### src/rtl/bdsl_pkg.sv
`timescale 1ns / 1ps
// ----------------------------------------------------------------------------
// bdsl_pkg
// Shared types and constants for the debounced short/long press button unit.
// ----------------------------------------------------------------------------
package bdsl_pkg;

  // timer and register widths
  localparam int TIME_BITS_DEF = 32;
  localparam int NOW_BITS      = 32;
  localparam int CFG_BITS      = 16;
  localparam int CFG_IDX_BITS  = 2;

  // register reset values
  localparam logic [CFG_BITS-1:0] BOOT_IGNORE_RST = 16'd100;
  localparam logic [CFG_BITS-1:0] DEBOUNCE_RST    = 16'd30;
  localparam logic [CFG_BITS-1:0] LONG_PRESS_RST  = 16'd1500;

  // register indexes on the configuration port
  typedef enum logic [CFG_IDX_BITS-1:0] {
    REG_ENABLED     = 2'd0,
    REG_BOOT_IGNORE = 2'd1,
    REG_DEBOUNCE    = 2'd2,
    REG_LONG_PRESS  = 2'd3
  } reg_idx_t;

  // event kinds
  localparam logic KIND_SHORT = 1'b0;
  localparam logic KIND_LONG  = 1'b1;

  // configuration register set
  typedef struct packed {
    logic                enabled;
    logic [CFG_BITS-1:0] boot_ignore_ms;
    logic [CFG_BITS-1:0] debounce_ms;
    logic [CFG_BITS-1:0] long_press_ms;
  } cfg_t;

  // one evaluated result
  typedef struct packed {
    logic valid;
    logic kind;
  } evt_t;

endpackage

### src/rtl/bdsl_eval.sv
`timescale 1ns / 1ps
// ----------------------------------------------------------------------------
// bdsl_eval
// Debounce and press classification state with its single-pass update.
// ----------------------------------------------------------------------------
module bdsl_eval #(
  parameter int TIME_BITS = bdsl_pkg::TIME_BITS_DEF
) (
  input  logic                 clk,
  input  logic                 rst_n,
  input  logic                 fire,
  input  logic [TIME_BITS-1:0] now,
  input  logic                 pin_level,
  input  bdsl_pkg::cfg_t       cfg,
  output bdsl_pkg::evt_t       evt
);

  logic                 raw_pressed_r,    raw_pressed_nxt;
  logic [TIME_BITS-1:0] raw_change_r,     raw_change_nxt;
  logic                 stable_pressed_r, stable_pressed_nxt;
  logic [TIME_BITS-1:0] press_start_r,    press_start_nxt;
  logic                 long_fired_r,     long_fired_nxt;

  logic                 pressed;
  logic                 active;
  logic                 commit;
  logic                 long_hit;
  logic [TIME_BITS-1:0] raw_elapsed;
  logic [TIME_BITS-1:0] hold_elapsed;
  logic [TIME_BITS-1:0] boot_ext;
  logic [TIME_BITS-1:0] deb_ext;
  logic [TIME_BITS-1:0] long_ext;

  assign pressed  = ~pin_level;
  assign boot_ext = TIME_BITS'(cfg.boot_ignore_ms);
  assign deb_ext  = TIME_BITS'(cfg.debounce_ms);
  assign long_ext = TIME_BITS'(cfg.long_press_ms);
  assign active   = fire & cfg.enabled & (now >= boot_ext);

  // poll update: raw tracking, debounce commit, short and long events
  always_comb begin
    raw_pressed_nxt    = raw_pressed_r;
    raw_change_nxt     = raw_change_r;
    stable_pressed_nxt = stable_pressed_r;
    press_start_nxt    = press_start_r;
    long_fired_nxt     = long_fired_r;
    evt.valid          = 1'b0;
    evt.kind           = bdsl_pkg::KIND_SHORT;

    if (pressed != raw_pressed_r) begin
      raw_pressed_nxt = pressed;
      raw_change_nxt  = now;
    end
    raw_elapsed = now - raw_change_nxt;
    commit      = (pressed != stable_pressed_r) && (raw_elapsed >= deb_ext);

    if (commit) begin
      stable_pressed_nxt = pressed;
      if (pressed) begin
        press_start_nxt = now;
        long_fired_nxt  = 1'b0;
      end else if (!long_fired_r) begin
        evt.valid = 1'b1;
        evt.kind  = bdsl_pkg::KIND_SHORT;
      end
    end

    hold_elapsed = now - press_start_nxt;
    long_hit     = stable_pressed_nxt && !long_fired_nxt && (hold_elapsed >= long_ext);
    if (long_hit) begin
      long_fired_nxt = 1'b1;
      evt.valid      = 1'b1;
      evt.kind       = bdsl_pkg::KIND_LONG;
    end

    // ignored poll leaves everything as it was
    if (!active) begin
      raw_pressed_nxt    = raw_pressed_r;
      raw_change_nxt     = raw_change_r;
      stable_pressed_nxt = stable_pressed_r;
      press_start_nxt    = press_start_r;
      long_fired_nxt     = long_fired_r;
      evt.valid          = 1'b0;
    end
  end

  // state registers
  always_ff @(posedge clk) begin
    if (!rst_n) begin
      raw_pressed_r    <= 1'b0;
      raw_change_r     <= '0;
      stable_pressed_r <= 1'b0;
      press_start_r    <= '0;
      long_fired_r     <= 1'b0;
    end else begin
      raw_pressed_r    <= raw_pressed_nxt;
      raw_change_r     <= raw_change_nxt;
      stable_pressed_r <= stable_pressed_nxt;
      press_start_r    <= press_start_nxt;
      long_fired_r     <= long_fired_nxt;
    end
  end

endmodule

### src/rtl/button_debounce_short_long_press_unit.sv
`timescale 1ns / 1ps
// ----------------------------------------------------------------------------
// button_debounce_short_long_press_unit
// Debounced push button poll processor with short and long press events.
//
// Input channel: one beat per poll (in_now_ms timestamp, in_pin_level raw
// active-low level). Output channel: at most one beat per poll carrying
// out_press_kind (0 short press released, 1 long press while held).
// Configuration: cfg_we writes cfg_data to register cfg_index (0 enabled,
// 1 boot window, 2 debounce time, 3 long press time); the user must write
// only while idle; the block does not enforce it. A poll is captured in an
// input register and evaluated against the button state once the result
// register is free or draining. One poll per cycle is sustained while
// out_stall holds no result. A poll that gives no event frees its slot
// without an output beat. When out_stall holds a result, the input register
// keeps its poll and in_stall rises until the result is taken. Reset clears
// the button state, empties both registers and loads the registers with
// disabled, 100 ms boot window, 30 ms debounce, 1500 ms long.
// ----------------------------------------------------------------------------
module button_debounce_short_long_press_unit #(
  parameter int TIME_BITS = bdsl_pkg::TIME_BITS_DEF
) (
  input  logic                              clk,
  input  logic                              rst_n,
  input  logic                              in_valid,
  output logic                              in_stall,
  input  logic [bdsl_pkg::NOW_BITS-1:0]     in_now_ms,
  input  logic                              in_pin_level,
  output logic                              out_valid,
  input  logic                              out_stall,
  output logic                              out_press_kind,
  input  logic                              cfg_we,
  input  logic [bdsl_pkg::CFG_IDX_BITS-1:0] cfg_index,
  input  logic [bdsl_pkg::CFG_BITS-1:0]     cfg_data
);

  localparam int NowW = bdsl_pkg::NOW_BITS;

  bdsl_pkg::cfg_t       cfg_r;
  logic                 in_valid_r;
  logic [NowW-1:0]      now_r;
  logic                 pin_r;
  logic                 out_valid_r;
  logic                 kind_r;
  logic                 advance;
  logic                 take_in;
  logic [TIME_BITS-1:0] now_t;
  bdsl_pkg::evt_t       evt;

  // configuration registers
  always_ff @(posedge clk) begin
    if (!rst_n) begin
      cfg_r.enabled        <= 1'b0;
      cfg_r.boot_ignore_ms <= bdsl_pkg::BOOT_IGNORE_RST;
      cfg_r.debounce_ms    <= bdsl_pkg::DEBOUNCE_RST;
      cfg_r.long_press_ms  <= bdsl_pkg::LONG_PRESS_RST;
    end else if (cfg_we) begin
      case (bdsl_pkg::reg_idx_t'(cfg_index))
        bdsl_pkg::REG_ENABLED:     cfg_r.enabled        <= cfg_data[0];
        bdsl_pkg::REG_BOOT_IGNORE: cfg_r.boot_ignore_ms <= cfg_data;
        bdsl_pkg::REG_DEBOUNCE:    cfg_r.debounce_ms    <= cfg_data;
        bdsl_pkg::REG_LONG_PRESS:  cfg_r.long_press_ms  <= cfg_data;
        default: ;
      endcase
    end
  end

  // handshake: evaluate when the result register is free or draining
  assign advance  = ~out_valid_r | ~out_stall;
  assign in_stall = in_valid_r & ~advance;
  assign take_in  = in_valid & ~in_stall;

  // input register
  always_ff @(posedge clk) begin
    if (!rst_n) begin
      in_valid_r <= 1'b0;
    end else if (!in_valid_r || advance) begin
      in_valid_r <= in_valid;
    end
  end

  always_ff @(posedge clk) begin
    if (take_in) begin
      now_r <= in_now_ms;
      pin_r <= in_pin_level;
    end
  end

  // timestamp taken modulo the timer width
  generate
    if (TIME_BITS <= NowW) begin : g_trunc
      assign now_t = now_r[TIME_BITS-1:0];
    end else begin : g_ext
      assign now_t = {{(TIME_BITS - NowW){1'b0}}, now_r};
    end
  endgenerate

  bdsl_eval #(
    .TIME_BITS (TIME_BITS)
  ) u_eval (
    .clk       (clk),
    .rst_n     (rst_n),
    .fire      (in_valid_r & advance),
    .now       (now_t),
    .pin_level (pin_r),
    .cfg       (cfg_r),
    .evt       (evt)
  );

  // result register
  always_ff @(posedge clk) begin
    if (!rst_n) begin
      out_valid_r <= 1'b0;
    end else if (advance) begin
      out_valid_r <= evt.valid;
    end
  end

  always_ff @(posedge clk) begin
    if (advance && evt.valid) begin
      kind_r <= evt.kind;
    end
  end

  assign out_valid      = out_valid_r;
  assign out_press_kind = kind_r;

endmodule
### config.mk
export PLATFORM = sky130hd
export DESIGN_NAME = button_debounce_short_long_press_unit
export DESIGN_NICKNAME = d
export VERILOG_FILES = /design/src/rtl/bdsl_pkg.sv /design/src/rtl/bdsl_eval.sv /design/src/rtl/button_debounce_short_long_press_unit.sv
export SDC_FILE = /design/constraint.sdc
export NUM_CORES = 1
export LEC_CHECK = 0
export ABC_AREA = 0
export BUFFER_PORTS_ARGS = -buffer_cell sky130_fd_sc_hd__buf_2
export CAP_MARGIN = 20
export CORE_MARGIN = 10
export CORE_UTILIZATION = 50
export CTS_BUF_LIST = sky130_fd_sc_hd__clkbuf_16
export CTS_CLUSTER_SIZE = 20
export DETAILED_ROUTE_END_ITERATION = 8
export PLACE_DENSITY = 0.75
export SLEW_MARGIN = 30
export SYNTH_ARGS = -nofsm -noshare
export SYNTH_HDL_FRONTEND = slang
export SYNTH_SLANG_ARGS = --single-unit
### constraint.sdc
create_clock -name clk -period 12 [get_ports clk]
set_input_delay 0.6 -clock clk [delete_from_list [all_inputs] [get_ports clk]]
set_output_delay 0.6 -clock clk [all_outputs]
set_load 0.05 [all_outputs]
== After elaboration in Yosys (flattened, before gate mapping) ==
Index checks and enable logic that the tools add are counted.

* Add/subtract/negate cells: 2
* $lt $le $gt $ge: 3
* Equality and inequality tests: 5
* Muxes and demuxes: 12
* Bitwise logic cells: 11
* Reductions and logical operators: 13

{| class="wikitable"
|+ Operators by type and width
! cell !! count
|-
| $ge 32x16->1 || 3
|-
| $mux 32 || 3
|-
| $sub 32x32->32 || 2
|-
| $reduce_and 2->1 || 5
|-
| $mux 2 || 4
|-
| $and 1x1->1 || 5
|-
| $mux 1 || 5
|-
| $not 1->1 || 5
|-
| $eq 2x2->1 const B || 2
|-
| $logic_and 1x1->1 || 4
|-
| $eq 2x1->1 const B || 1
|-
| $logic_not 1->1 || 2
|-
| $logic_not 2->1 || 1
|-
| $ne 1x1->1 || 2
|-
| $logic_or 1x1->1 || 1
|-
| $or 1x1->1 || 1
|}

* Register bits: 152
* Input bits: 56
* Output and inout bits: 3
* Logic and storage cells: 60

== Logic depth before layout (Yosys ltp) ==
* Depth after elaboration: 13
* Gate-level depth with buffers: 59
* Gate-level depth less buffers: 54

== By module ==
Synthesis repeated with hierarchy kept, for this count alone.

* Cell total of the unflattened synthesis: 1,465
* Area, all modules: 11,967.7 um^2

{| class="wikitable"
|+ Modules (own cells, without submodules)
! module !! times used !! cells each !! area each (um^2) !! seq. area each (um^2)
|-
| bdsl_eval || 1 || 1,229 || 8,891.0 || 1,341.3
|-
| button_debounce_short_long_press_unit || 1 || 236 || 3,076.7 || 2,042.0
|}

== Worst setup path after synthesis ==
Ideal clock, no wire load.

* Kind: flip-flop to flip-flop
* From: register pin_r
* To: register kind_r, in the netlist out_press_kind (enable)
* Setup time: 0.250 ns
* Arrival time: 11.679 ns
* Required time: 11.750 ns
* Slack: 0.071 ns
* Stages on the path, launching flop included: 56
* Buffers on the path: 9
* Period minus slack after synthesis: 11.929 ns
* Cell sequence: edfxtp_1 > buf_4 > xnor2_1 > buf_6 > buf_2 > buf_1 > mux2i_1 > ha_1 > clkbuf_1 > nand2_1 > nor2_1 > a21boi_0 > nand2_1 > xor2_1 > ha_1 > o21ai_0 > nor2_1 > a2111oi_0 > [20 not listed] > mux2i_1 > nand2_1 > xor2_1 > ha_1 > a21oi_1 > o21ai_0 > a21oi_1 > o21ai_0 > nor4_1 > o211ai_1 > or4_1 > a2111oi_0 > o2111ai_1 > a211oi_1 > nand4_1 > nor4_2 > a2bb2oi_1 > nor2_1

* Longest elaborated chain between the ends: 13
* Elaborated cells between the ends (all ways): 22
* Those cells by class: add/sub: 2; order compare: 2; eq/ne: 2; mux: 10; bitwise: 1; reduce/logical: 5

{| class="wikitable"
|+ Ends and longest elaborated chain
! item !! RTL line !! RTL
|-
| from (decl) || button_debounce_short_long_press_unit.sv:42 || <nowiki>logic pin_r;</nowiki>
|-
| from (signal assigned) || button_debounce_short_long_press_unit.sv:85 || <nowiki>pin_r <= in_pin_level;</nowiki>
|-
| $not 1->1 || bdsl_eval.sv:34 || <nowiki>assign pressed = ~pin_level;</nowiki>
|-
| $ne 1x1->1 || bdsl_eval.sv:50 || <nowiki>if (pressed != raw_pressed_r) begin</nowiki>
|-
| $mux 32 || bdsl_eval.sv:50 ||
|-
| $sub 32x32->32 || bdsl_eval.sv:54 || <nowiki>raw_elapsed = now - raw_change_nxt;</nowiki>
|-
| $ge 32x16->1 || bdsl_eval.sv:55 || <nowiki>commit = (pressed != stable_pressed_r) && (raw_elapsed >= deb_ext);</nowiki>
|-
| $logic_and 1x1->1 || bdsl_eval.sv:55 ||
|-
| $mux 32 or $mux 1 (tied branches) || bdsl_eval.sv:57 || <nowiki>if (commit) begin</nowiki>
|-
| $sub 32x32->32 or $logic_not 1->1 (tied branches) || bdsl_eval.sv:68, bdsl_eval.sv:69 ||
|-
| $ge 32x16->1 or $logic_and 1x1->1 (tied branches) || bdsl_eval.sv:69 || <nowiki>long_hit = stable_pressed_nxt && !long_fired_nxt && (hold_elapsed >= long_ext);</nowiki>
|-
| $logic_and 1x1->1 || bdsl_eval.sv:69 ||
|-
| $mux 2 (*) || bdsl_eval.sv:70 || <nowiki>if (long_hit) begin</nowiki>
|-
| $mux 1 (*) || bdsl_eval.sv:77 || <nowiki>if (!active) begin</nowiki>
|-
| $logic_and 1x1->1 (*) || button_debounce_short_long_press_unit.sv:120 || <nowiki>if (advance && evt.valid) begin</nowiki>
|-
| to (signal assigned) || button_debounce_short_long_press_unit.sv:121 || <nowiki>kind_r <= evt.kind;</nowiki>
|-
| to (decl) || button_debounce_short_long_press_unit.sv:44 || <nowiki>logic kind_r;</nowiki>
|}

Every way passes the cells marked *; elsewhere a longest branch is shown, timed or not.
A chain may end at the register's enable or synchronous reset.

== Worst setup path in the final report ==
Ends and elaborated chain as after synthesis.

==> metrics.txt <==
Area contributors post-synth dfxtp_1 (20%), ha_1 (10%), edfxtp_1 (8.5%), nand2_1 (8.2%), mux2i_1 (4.8%); Gate Count Post-Synth around 1,500; CTS Root Cell clkbuf_16; number of global-route vias before repair ~11,000; # rows 56; Initial Util 0.5086; Critical Path AT around 12,000 ps; CP required about 12,000 ps; DIE HEIGHT 174.8 um; port bufs 58; CP most frequent cell ha_1; Die Wd 174.8 um; HPWL Detailed about 28,000 um; number of synthesized flops with an enable pin 34; CTS Hold Bufs 0; fin crit period ~11,000 ps; Pleak 5.330 nW; Setup Crit Path Kind flip-flop to flip-flop; RePlAce Congestion 0.9553; Yosys cell types 80; Finished Cell Area 0.01328 mm^2; crit path max-delay cell type ha_1; clock slew at reported path FFs 70 ps; Synth Area per Inst slightly below 8 um^2; Final Hold Viols 0; maximum fanout along the worst path 29; placed cell areas ~0.013 mm^2; Worst Slack Setup Final approximately 620 ps; WHS between 300 and 400 ps; total CTS buffers 17; critical path endpoint category flip-flop; DR iter-0 viols 1,153; Syn Std Cell Area between 0.01 and 0.015 mm^2; final wirelength 36,790 um; core area 0.02354 mm^2; slew margin rel. 0.3782; antenna violations before repair 0; area delta synth->final 10.92%; global-route usage over all layers 0.2342; area occupied by multi-input gates about 0.0081 mm^2; period utilisation layout 0.9484; antenna fix cells 0; CTS tree built; Seq. cell area roughly 0.0034 mm^2; share of cells above drive strength 1 0.09987; die area around 0.03 mm^2; setup TNS 0 ps; Fmax 0.08787 GHz; wire length per cell ~20 um; total power between 1.5 and 2 mW; Seq/Total Area, Yosys 0.2825; pin count of the biggest net entering global routing between 100 and 150; Clock Skews 12.20 ps; Final Setup Violations 0; clk sink count 152; Post-synth ARST share 0; Worst setup SP type flip-flop; gr ovfl total 0; TritonRoute pass-1 iters 6; number of synthesized register bits 152; Post-Syn Nets about 1,700; Syn. warnings 0; # nets final between 1,500 and 2,000; largest area contributor in the netlist dfxtp_1; status completed; # DRC 0; I/O Pins a little under 60; clk buf depth 2; Max Cap Violations 0; worst skew pair latency 450 ps; # fillers between 2,000 and 2,500; Pins Over Slew Limit 0; actual slew at the worst max-slew pin 929.3 ps; post-synth top area share 0.1973; slowest cell delay on critical path approximately 500 ps; routed vias/inst between 6 and 7; via count between 10,000 and 15,000; htree depth 4; Power Dens Cells ~130 mW/mm^2; wire length of the first global-routing pass ~58,000 um; DP Worst Slack 27.19 ps; Synth Flop Type dfxtp_1; ANT nets after route 0; Worst VDD drop 0.1097 mV; HP Class input pin to flip-flop
[where the power goes]
group	switching, mW	internal, mW	leakage, nW
registers	0.0257	0.541	1.29
clock network	0.258	0.289	0.294
logic	0.340	0.219	3.75
[metrics by stage]
stage,util,cells
floorplan,-,1528
global placement,0.5324,1844
detailed placement,0.5339,1845
CTS,0.5594,1877
global route,0.5641,1881
finish,0.5641,1881
[state kept, by name, indices dropped and copies added, names as in the netlist]
name                     count
out_valid                    1
pin_r                        1
u_eval.raw_change_r         32
u_eval.raw_pressed_r         1
out_press_kind               1
u_eval.press_start_r        32
in_valid_r                   1
u_eval.long_fired_r          1
cfg_r                       49
now_r                       32
u_eval.stable_pressed_r      1
[path summary, 6_finish.rpt]
check | startpoint | end | slack, ps | cells past startpoint
min | in_now_ms[2] | now_r[2] | 320 | 1
min reg2reg | cfg_r[9] | cfg_r[9] | 460 | 2
max | pin_r | out_press_kind | 620 | 50
max reg2reg | pin_r | out_press_kind | 620 | 50
[routing by layer]
layer  wire length (um)  track usage  share of wire
met5                  0            0              0
met4               1217      0.09219          0.033
met3               1911      0.02867          0.052
met2              17200       0.3860           0.47
met1              16450       0.3051           0.45
[kinds of logic after synthesis]
kind of cell | count (synthesis) | synth area share
adders and majority gates | 103 | 0.1072
muxes | 62 | 0.05225
buffers and inverters | 156 | 0.05089
xor gates and xnor gates | 46 | 0.03365
AOI/OAI and AO/OA | 442 | 0.2488
DFF | 152 | 0.2826
and+or+nand+nor | 567 | 0.2247
[cell type report]
type | count | share of cell area
clock inverter | 14 | 0.01055
tap | 319 | 0.03005
timing repair buffer | 86 | 0.04164
clock buffer | 18 | 0.03391
multi-input combinational | 1220 | 0.6087
sequential | 152 | 0.2548
inverter | 72 | 0.02035
[worst max-delay path: cells and delay by family (launching register included)]
| family | cells | cell delay, ps |
|---|---|---|
| xor+xnor | 3 | 480 |
| simple gates | 14 | 2730 |
| buf+inv | 4 | 810 |
| flops | 1 | 490 |
| mux | 3 | 450 |
| fa+ha+maj | 6 | 2090 |
| compound gates | 20 | 4050 |
[cell usage after synthesis (11+ instances only)]
cell type,count
dfxtp_1,118
nand2_1,262
and3_1,11
edfxtp_1,34
nand2b_1,27
a21boi_0,68
a21oi_1,93
nor2b_1,41
nor2_1,82
a31oi_1,15
mux2i_1,58
and2_1,28
xor2_1,21
nand3_1,27
inv_1,72
nor3_1,21
nand4_1,21
clkbuf_1,70
a21o_1,52
o21ai_0,82
nor4_1,12
o211ai_1,20
ha_1,97
xnor2_1,25
[layout by cell type, fill, tap and decap left out, drive strengths merged, types with 27 or more instances in the layout]
cell type	n
a21boi	70
nor2	82
dfxtp	118
buf	86
nand3	27
inv	84
a21oi	94
ha	97
nand2	262
and2	28
edfxtp	34
a21o	52
mux2i	58
nand2b	27
nor2b	41
o21ai	87
[timing repair]
| action | 4_1_cts | 5_1_grt |
|---|---|---|
| endpoints found under the setup margin | 1 | 4 |
| gates resized for setup | 1 | 17 |
| setup buffers | 0 | 4 |
| pin swaps | 0 | 2 |
No activity file was read; power rests on OpenSTA's default activity.
